File: config.mk
export PLATFORM = sky130hd
export DESIGN_NAME = base_reloc_table_parser
export DESIGN_NICKNAME = d
export VERILOG_FILES = /design/src/brtp_pkg.sv /design/src/base_reloc_table_parser.sv /design/src/brtp_fifo.sv /design/src/brtp_front.sv /design/src/brtp_back.sv
export SDC_FILE = /design/constraint.sdc
export NUM_CORES = 1
export LEC_CHECK = 0
export BUFFER_PORTS_ARGS = -buffer_cell sky130_fd_sc_hd__clkbuf_2
export CORE_MARGIN = 5
export CORE_UTILIZATION = 44
export CTS_CLUSTER_DIAMETER = 30
export DETAILED_ROUTE_END_ITERATION = 8
export GPL_ROUTABILITY_DRIVEN = 1
export HOLD_SLACK_MARGIN = 0.15
export PLACE_DENSITY_LB_ADDON = 0.1
export SETUP_SLACK_MARGIN = 0.15
export SLEW_MARGIN = 15
export SYNTH_ARGS = -nofsm -noshare
export SYNTH_HDL_FRONTEND = slang
export SYNTH_SLANG_ARGS = --single-unit
File: constraint.sdc
create_clock -name i_clk -period 6.2 [get_ports i_clk]
set_input_delay 0.31 -clock i_clk [delete_from_list [all_inputs] [get_ports i_clk]]
set_output_delay 0.31 -clock i_clk [all_outputs]
set_load 0.005 [all_outputs]
File: src/brtp_pkg.sv
// Shared types and codes for the base relocation table parser.
package brtp_pkg;

    localparam logic [1:0] KIND_FIXUP = 2'd0;
    localparam logic [1:0] KIND_END   = 2'd1;
    localparam logic [1:0] KIND_BSIZE = 2'd2;
    localparam logic [1:0] KIND_BTYPE = 2'd3;

    localparam logic [3:0] TYPE_ABS     = 4'd0;
    localparam logic [3:0] TYPE_HIGH    = 4'd1;
    localparam logic [3:0] TYPE_LOW     = 4'd2;
    localparam logic [3:0] TYPE_HIGHLOW = 4'd3;
    localparam logic [3:0] TYPE_DIR64   = 4'd10;

    localparam int OFFSET_W = 12;

    // Classified operation handed from the parser to the address stage
    typedef struct packed {
        logic [1:0]          kind;
        logic [31:0]         page;
        logic [OFFSET_W-1:0] offset;
        logic [3:0]          rtype;
    } t_op;

    localparam int OP_W = $bits(t_op);

endpackage

File: src/base_reloc_table_parser.sv
// Top level of the base relocation table parser: registers, parser, queue, address stage.
//
//  channel   dir  handshake             payload
//  s (words) in   i_s_tvalid/o_s_tready tdata: table_word; tuser: new_table
//  m (fixes) out  o_m_tvalid/i_m_tready tdata: fixup_address, fixup_type; tuser: result_kind
//  apb cfg   in   psel/penable/pready   0x0 load_base, 0x8 table_size
//
//  One word is taken every cycle while the queue has room; a result passes
//  from the parser through the queue into the register of the 64-bit address add.
//  Reset is synchronous and clears the walk state and the queue.
//  A stalled output holds its register; the queue soaks up QUEUE_DEPTH
//  results before the word input stalls.
module base_reloc_table_parser #(
    parameter int QUEUE_DEPTH = 4
) (
    input  logic        i_clk,
    input  logic        i_rst_n,
    input  logic        i_s_tvalid,
    output logic        o_s_tready,
    input  logic [15:0] i_s_tdata,   // [15:0] table_word
    input  logic        i_s_tuser,   // [0] new_table
    output logic        o_m_tvalid,
    input  logic        i_m_tready,
    output logic [71:0] o_m_tdata,   // [63:0] fixup_address, [67:64] fixup_type, [71:68] zero
    output logic [1:0]  o_m_tuser,   // [1:0] result_kind
    input  logic        psel,
    input  logic        penable,
    input  logic        pwrite,
    input  logic [3:0]  paddr,
    input  logic [63:0] pwdata,
    output logic [63:0] prdata,
    output logic        pready
);

    logic [63:0]   r_load_base;
    logic [31:0]   r_table_size;
    logic          cfg_wr;
    logic          in_accept;
    logic          push;
    brtp_pkg::t_op push_op;
    logic          q_full;
    logic          q_valid;
    logic          q_pop;
    logic [brtp_pkg::OP_W-1:0] q_rdata;
    brtp_pkg::t_op q_op;
    logic [1:0]    out_kind;
    logic [63:0]   out_addr;
    logic [3:0]    out_type;

    assign pready = 1'b1;
    assign cfg_wr = psel && penable && pwrite;
    assign prdata = paddr[3] ? {32'd0, r_table_size} : r_load_base;

    always_ff @(posedge i_clk) begin
        if (!i_rst_n) begin
            r_load_base  <= '0;
            r_table_size <= '0;
        end else if (cfg_wr) begin
            if (paddr[3]) begin
                r_table_size <= pwdata[31:0];
            end else begin
                r_load_base <= pwdata;
            end
        end
    end

    assign o_s_tready = !q_full;
    assign in_accept  = i_s_tvalid && !q_full;

    brtp_front u_front (
        .i_clk        (i_clk),
        .i_rst_n      (i_rst_n),
        .i_accept     (in_accept),
        .i_word       (i_s_tdata),
        .i_new_table  (i_s_tuser),
        .i_table_size (r_table_size),
        .o_push       (push),
        .o_op         (push_op)
    );

    brtp_fifo #(
        .WIDTH (brtp_pkg::OP_W),
        .DEPTH (QUEUE_DEPTH)
    ) u_queue (
        .i_clk   (i_clk),
        .i_rst_n (i_rst_n),
        .i_push  (push),
        .i_wdata (push_op),
        .o_full  (q_full),
        .i_pop   (q_pop),
        .o_valid (q_valid),
        .o_rdata (q_rdata)
    );

    assign q_op = brtp_pkg::t_op'(q_rdata);

    brtp_back u_back (
        .i_clk       (i_clk),
        .i_rst_n     (i_rst_n),
        .i_load_base (r_load_base),
        .i_op_valid  (q_valid),
        .i_op        (q_op),
        .o_pop       (q_pop),
        .o_valid     (o_m_tvalid),
        .i_ready     (i_m_tready),
        .o_kind      (out_kind),
        .o_addr      (out_addr),
        .o_type      (out_type)
    );

    assign o_m_tdata = {4'd0, out_type, out_addr};
    assign o_m_tuser = out_kind;

endmodule

File: src/brtp_fifo.sv
// Small register queue between the parser and the address stage.
module brtp_fifo #(
    parameter int WIDTH = 8,
    parameter int DEPTH = 4
) (
    input  logic             i_clk,
    input  logic             i_rst_n,
    input  logic             i_push,
    input  logic [WIDTH-1:0] i_wdata,
    output logic             o_full,
    input  logic             i_pop,
    output logic             o_valid,
    output logic [WIDTH-1:0] o_rdata
);

    localparam int PTR_W = (DEPTH > 1) ? $clog2(DEPTH) : 1;
    localparam int CNT_W = $clog2(DEPTH + 1);
    localparam logic [PTR_W-1:0] LAST = PTR_W'(DEPTH - 1);
    localparam logic [CNT_W-1:0] FULL_CNT = CNT_W'(DEPTH);

    logic [WIDTH-1:0] r_mem [DEPTH];
    logic [PTR_W-1:0] r_wr_ptr, n_wr_ptr;
    logic [PTR_W-1:0] r_rd_ptr, n_rd_ptr;
    logic [CNT_W-1:0] r_count, n_count;
    logic             push_ok;
    logic             pop_ok;

    assign o_full  = (r_count == FULL_CNT);
    assign o_valid = (r_count != '0);
    assign o_rdata = r_mem[r_rd_ptr];
    assign push_ok = i_push && !o_full;
    assign pop_ok  = i_pop && o_valid;

    always_comb begin
        n_wr_ptr = r_wr_ptr;
        n_rd_ptr = r_rd_ptr;
        n_count  = r_count;
        if (push_ok) begin
            n_wr_ptr = (r_wr_ptr == LAST) ? '0 : r_wr_ptr + 1'b1;
        end
        if (pop_ok) begin
            n_rd_ptr = (r_rd_ptr == LAST) ? '0 : r_rd_ptr + 1'b1;
        end
        if (push_ok && !pop_ok) begin
            n_count = r_count + 1'b1;
        end else if (pop_ok && !push_ok) begin
            n_count = r_count - 1'b1;
        end
    end

    always_ff @(posedge i_clk) begin
        if (!i_rst_n) begin
            r_wr_ptr <= '0;
            r_rd_ptr <= '0;
            r_count  <= '0;
        end else begin
            r_wr_ptr <= n_wr_ptr;
            r_rd_ptr <= n_rd_ptr;
            r_count  <= n_count;
        end
    end

    always_ff @(posedge i_clk) begin
        if (push_ok) begin
            r_mem[r_wr_ptr] <= i_wdata;
        end
    end

endmodule

File: src/brtp_front.sv
// Word parser: walks block headers and entries, classifies each word.
module brtp_front (
    input  logic                i_clk,
    input  logic                i_rst_n,
    input  logic                i_accept,
    input  logic [15:0]         i_word,
    input  logic                i_new_table,
    input  logic [31:0]         i_table_size,
    output logic                o_push,
    output brtp_pkg::t_op       o_op
);

    localparam logic [2:0] PH_ADDR_LO = 3'd0;
    localparam logic [2:0] PH_ADDR_HI = 3'd1;
    localparam logic [2:0] PH_SIZE_LO = 3'd2;
    localparam logic [2:0] PH_SIZE_HI = 3'd3;
    localparam logic [2:0] PH_ENTRY   = 3'd4;
    localparam logic [2:0] PH_STOP    = 3'd5;

    logic [2:0]  r_phase, n_phase;
    logic [31:0] r_page, n_page;
    logic [31:0] r_bbytes, n_bbytes;
    logic [30:0] r_left, n_left;
    logic [31:0] r_bproc, n_bproc;

    logic [2:0]  phase;
    logic [31:0] page;
    logic [31:0] bbytes;
    logic [30:0] left;
    logic [31:0] bproc;
    logic [31:0] size_full;
    logic [30:0] left_init;
    logic [30:0] left_dec;
    logic [31:0] bproc_done;
    logic [3:0]  rtype;
    logic        push;
    brtp_pkg::t_op op;

    // new_table restarts the walk before this word is parsed
    assign phase  = i_new_table ? PH_ADDR_LO : r_phase;
    assign page   = i_new_table ? '0 : r_page;
    assign bbytes = i_new_table ? '0 : r_bbytes;
    assign left   = i_new_table ? '0 : r_left;
    assign bproc  = i_new_table ? '0 : r_bproc;

    assign size_full  = {i_word, bbytes[15:0]};
    assign left_init  = size_full[31:1] - 31'd4;
    assign left_dec   = left - 31'd1;
    assign bproc_done = bproc + ((phase == PH_SIZE_HI) ? size_full : bbytes);
    assign rtype      = i_word[15:12];

    always_comb begin
        n_phase  = phase;
        n_page   = page;
        n_bbytes = bbytes;
        n_left   = left;
        n_bproc  = bproc;
        push     = 1'b0;
        op       = '0;
        case (phase)
            PH_ADDR_LO: begin
                if (bproc >= i_table_size) begin
                    n_phase = PH_STOP;
                    push    = 1'b1;
                    op.kind = brtp_pkg::KIND_END;
                end else begin
                    n_page  = {16'd0, i_word};
                    n_phase = PH_ADDR_HI;
                end
            end
            PH_ADDR_HI: begin
                n_page  = {i_word, page[15:0]};
                n_phase = PH_SIZE_LO;
            end
            PH_SIZE_LO: begin
                n_bbytes = {16'd0, i_word};
                n_phase  = PH_SIZE_HI;
            end
            PH_SIZE_HI: begin
                n_bbytes = size_full;
                if (size_full == '0) begin
                    n_phase = PH_STOP;
                    push    = 1'b1;
                    op.kind = brtp_pkg::KIND_END;
                end else if (size_full < 32'd8 || size_full[0]) begin
                    n_phase = PH_STOP;
                    push    = 1'b1;
                    op.kind = brtp_pkg::KIND_BSIZE;
                end else begin
                    n_left = left_init;
                    if (left_init == '0) begin
                        // header-only block: close it at once
                        n_bproc = bproc_done;
                        n_phase = PH_ADDR_LO;
                    end else begin
                        n_phase = PH_ENTRY;
                    end
                end
            end
            PH_ENTRY: begin
                n_left = left_dec;
                if (left_dec == '0) begin
                    n_bproc = bproc_done;
                    n_phase = PH_ADDR_LO;
                end
                if (rtype != brtp_pkg::TYPE_ABS) begin
                    push      = 1'b1;
                    op.page   = page;
                    op.offset = i_word[brtp_pkg::OFFSET_W-1:0];
                    op.rtype  = rtype;
                    if (rtype == brtp_pkg::TYPE_HIGH || rtype == brtp_pkg::TYPE_LOW ||
                        rtype == brtp_pkg::TYPE_HIGHLOW || rtype == brtp_pkg::TYPE_DIR64) begin
                        op.kind = brtp_pkg::KIND_FIXUP;
                    end else begin
                        op.kind = brtp_pkg::KIND_BTYPE;
                        n_phase = PH_STOP;
                    end
                end
            end
            default: begin
                // stopped: drop words until a new table
            end
        endcase
    end

    assign o_push = i_accept && push;
    assign o_op   = op;

    always_ff @(posedge i_clk) begin
        if (!i_rst_n) begin
            r_phase  <= PH_ADDR_LO;
            r_page   <= '0;
            r_bbytes <= '0;
            r_left   <= '0;
            r_bproc  <= '0;
        end else if (i_accept) begin
            r_phase  <= n_phase;
            r_page   <= n_page;
            r_bbytes <= n_bbytes;
            r_left   <= n_left;
            r_bproc  <= n_bproc;
        end
    end

endmodule

File: src/brtp_back.sv
// Address stage: forms the fixup address and holds the result for transfer.
module brtp_back (
    input  logic          i_clk,
    input  logic          i_rst_n,
    input  logic [63:0]   i_load_base,
    input  logic          i_op_valid,
    input  brtp_pkg::t_op i_op,
    output logic          o_pop,
    output logic          o_valid,
    input  logic          i_ready,
    output logic [1:0]    o_kind,
    output logic [63:0]   o_addr,
    output logic [3:0]    o_type
);

    logic        r_valid;
    logic [1:0]  r_kind;
    logic [63:0] r_addr, n_addr;
    logic [3:0]  r_type;
    logic        load;
    logic        has_addr;

    assign load     = i_op_valid && (!r_valid || i_ready);
    assign o_pop    = load;
    assign has_addr = (i_op.kind == brtp_pkg::KIND_FIXUP) ||
                      (i_op.kind == brtp_pkg::KIND_BTYPE);
    assign n_addr   = i_load_base + {32'd0, i_op.page} +
                      {{(64 - brtp_pkg::OFFSET_W){1'b0}}, i_op.offset};

    always_ff @(posedge i_clk) begin
        if (!i_rst_n) begin
            r_valid <= 1'b0;
        end else if (load) begin
            r_valid <= 1'b1;
        end else if (i_ready) begin
            r_valid <= 1'b0;
        end
    end

    always_ff @(posedge i_clk) begin
        if (load) begin
            r_kind <= i_op.kind;
            r_addr <= has_addr ? n_addr : '0;
            r_type <= has_addr ? i_op.rtype : '0;
        end
    end

    assign o_valid = r_valid;
    assign o_kind  = r_kind;
    assign o_addr  = r_addr;
    assign o_type  = r_type;

endmodule
==> metrics.md <==
| Metric | Value |
|---|---|
| Max-slew violation count | 0 |
| Die footprint | approximately 67000 sq um |
| Initial DRC count | roughly 1.9k |
| Post-CTS Resized | 0 |
| Predominant post-synthesis flop cell | edfxtp_1 |
| Max-cap viol count | 0 |
| Mapped Cells | 2749 |
| Clock share of power | 0.432 |
| Top cells by area, synth | edfxtp_1, dfxtp_1, ha_1 |
| Sequential area share after synthesis | 0.472 |
| Root buffer selected by CTS | clkbuf_16 |
| Total power | approximately 15 mW |
| Switch Pwr | 4.59 mW |
| Pre-antenna DRT Iters | 7 |
| Largest net degree at the start of global routing | 100 |
| Finished Layout Cells | ~4k |
| CTS Sinks | approximately 510 |
| Die Wd | approximately 260 um |
| Total number of vias | between 20k and 25k |
| Layout cell share with drive strength beyond 1 | 0.192 |
| Final Hold Vio Count | 0 |
| Slowest cell on the critical path | dfxtp_4 |
| # H-tree levels | 3 |
| Gr ovfl total | 0 |
| Status | finished clean |
| # rows | roughly 90 |
| Filler cells | between 5k and 6k |
| CTS tree | yes |
| Leak pwr | about 13 nW |
| Worst Setup End Kind | flop |
| Clock Tree Buf Depth | 3 |
| Synth warn | 0 |
| Logic gate share of total power | 0.272 |
| Mapped Area | roughly 27000 sq um |
| Vias in the first global route | 22.3k |
| Crit path max-delay family | compound AO/OA/AOI/OAI gates |
| Inst Count DP | about 3.6k |
| Met2 WL post-DR | ~41000 um |
| CP Cell Sequence | buf_4 > mux4_2 > fa_1 > ha_1 > nand2_1 > or2_2 > o22ai_1 > o21ba_2 > o21ai_0 > o2111ai_1 > a311oi_1 > buf_4 > nand2_1 > or3_1 > a21oi_1 |
| Initial antenna violation count | 0 |
| Num CTS Buffers | 115 |
| Max stage delay on crit path | about 0.68 ns |
| GRT Resource Usage Total | 0.251 |
| Final min period | slightly above 5 ns |
| Area grow syn2layout | 24.5% |
| Critical Path Source Type | flop |
| Synth area leader | edfxtp_1 |
| DRC | 0 |
| Die height | between 200 and 300 um |
| F_max | a little under 200 MHz |
| Met3 wire length | 4950 um |
| Post-DR vias/cell | approximately 5.8 |
| # hold bufs at CTS | 68 |
| RSZ-0062 raised after global routing | false |
| Worst Tran Pin Value | around 1.1 ns |
| Crit path DAT | ~5.6 ns |
| WS Path Type | reg -> reg |
| Skew final | 0.0249 ns |
| Switching portion of total power | 0.313 |
| Final setup vio count | 0 |
| Synth async-reset ratio | 0 |
| Max_slew headroom | 0.275 |
| DR WL/cell | approximately 22 um |
| P_int | 10.1 mW |
| First-pass GRT wire length | ~130000 um |
| TNS Setup | 0 ns |
| Post-CTS Setup Bufs | 0 |
| Post-DP HPWL | ~60000 um |
| Io pins | 233 |
| Most frequent cells in the layout | nand2_1, edfxtp_1, a21oi_1, dfxtp_1, clkbuf_2 |
| Commonest non-fill, non-tap cell in the layout | nand2_1 |
| Layout Nets | ~3.3k |
| Worst-path clk slew | 0.05 ns |
| Worst-path fanout max | 24 |
| Worst EP required | 6.68 ns |
| Sequential group share of total power | 0.296 |
| HP Class | in -> reg |
| Starting Density | 0.443 |
| Cell Pwr Density | around 430 nW/um^2 |
| Crit path buf inv count | 2 |
| Post-synth EDFFs | 270 |
| Period utilization | 0.832 |
| RePlAce Congestion | 0.898 |
| Max Used Layer | met4 |
| Yosys top cell area share | 0.299 |
| Synth Area per Inst | about 10 sq um |
| Clk_lat worst skew | ~0.65 ns |
| Core Region | between 60000 and 70000 sq um |
| PortBufs | about 220 |
| Flops & latches, synth | approximately 510 |
| Wl on met1 | 37900 um |
| Post-DRT Antenna Nets | 0 |
| Yosys cell types | 85 |
| Detailed-route wire length | slightly below 90000 um |
| Peak VDD IR | about 0.00025 V |
==> power groups by stage <==
stage / sequential, mW / clock, mW / combinational, mW
floorplan: 4.33 / 0 / 2.66
global placement: 4.38 / 0 / 3.91
detailed placement: 4.40 / 0 / 3.95
CTS: 4.34 / 6.41 / 4.01
global route: 4.37 / 6.60 / 4.38
finish: 4.33 / 6.33 / 3.99
==> Yosys cell counts, types with 26 or more instances <==
cell	n
nand2_1	350
edfxtp_1	270
a21oi_1	240
dfxtp_1	236
nor2_1	195
clkbuf_1	143
ha_1	121
o21ai_0	99
nor2b_1	87
inv_1	79
nand3_1	66
and2_1	65
a21o_1	57
xor2_1	57
nor3_1	53
mux4_2	50
a22oi_1	49
xnor2_1	43
nand4_1	36
mux2_2	35
o211ai_1	35
and3_1	33
nor4_1	26
==> stage by stage <==
stage	hold WS, ns	setup WS (ns)	instance area, sq um	util
after floorplan	0.424	0.619	27200	-
after global placement	0.430	1.04	29000	0.473
after detailed placement	0.442	0.998	29000	0.473
after CTS	0.150	0.972	33800	0.551
after global routing	0.163	0.720	33800	0.551
final	0.209	1.04	33800	0.551
==> layout make-up <==
class	instances	area, sq um	area share
multi-input combinational	1986	13400	0.395
sequential	506	12800	0.380
clock buffer	131	3060	0.0905
timing repair buffer	342	2200	0.0651
clock inverter	84	1040	0.0308
tap	790	988	0.0292
inverter	82	313	0.00925
antenna	3	7.51	0.000222
==> worst paths after layout <==
kind                            from            endpoint  slack [ns]  cells after the start
hold reg to reg   u_front.r_bproc[3]  u_front.r_bproc[3]        0.45                      2
setup / recovery                flop   u_back.o_addr[60]        1.04                     15
setup reg to reg                flop   u_back.o_addr[60]        1.04                     15
hold / removal          i_s_tdata[5]   u_front.r_page[5]        0.21                      3
==> sequential cells by signal, indices dropped and copies added, names as in the netlist, named ones only <==
name and count:
u_back.o_type 4, r_table_size 32, u_front.r_bbytes 32, u_queue.r_wr_ptr 2, u_queue.r_mem 200, u_queue.r_rd_ptr 2, u_front.r_phase 3, u_front.r_bproc 32
r_load_base 64, u_back.o_addr 64, u_front.r_page 32, u_back.o_valid 1, u_back.o_kind 2, u_queue.r_count 3, u_front.r_left 31
==> worst reg2reg max path: cells and delay by family (launching register included) <==
| kind | cells | cell delay, ns |
|---|---|---|
| buffers and inverters | 2 | 0.57 |
| AO/OA/AOI/OAI | 6 | 1.42 |
| AND/OR/NAND/NOR | 4 | 0.86 |
| multiplexers | 1 | 0.54 |
| flip-flops | 1 | 0.68 |
| adder cells (fa/ha/maj) | 2 | 0.94 |
==> per-layer routing <==
layer	up-vias	track usage
met5	-	0
met2	787	0.419
met4	0	0.0786
li1	10600	-
met3	161	0.0414
met1	11100	0.337
==> cells by family after synthesis <==
family,share of synthesized area
multiplexers,0.0582
adder cells (fa/ha/maj),0.0683
other,0.000276
flip-flops,0.472
AO/OA/AOI/OAI,0.152
buffers and inverters,0.0380
XOR/XNOR,0.0322
AND/OR/NAND/NOR,0.178
(Power assumes the default switching activity.)
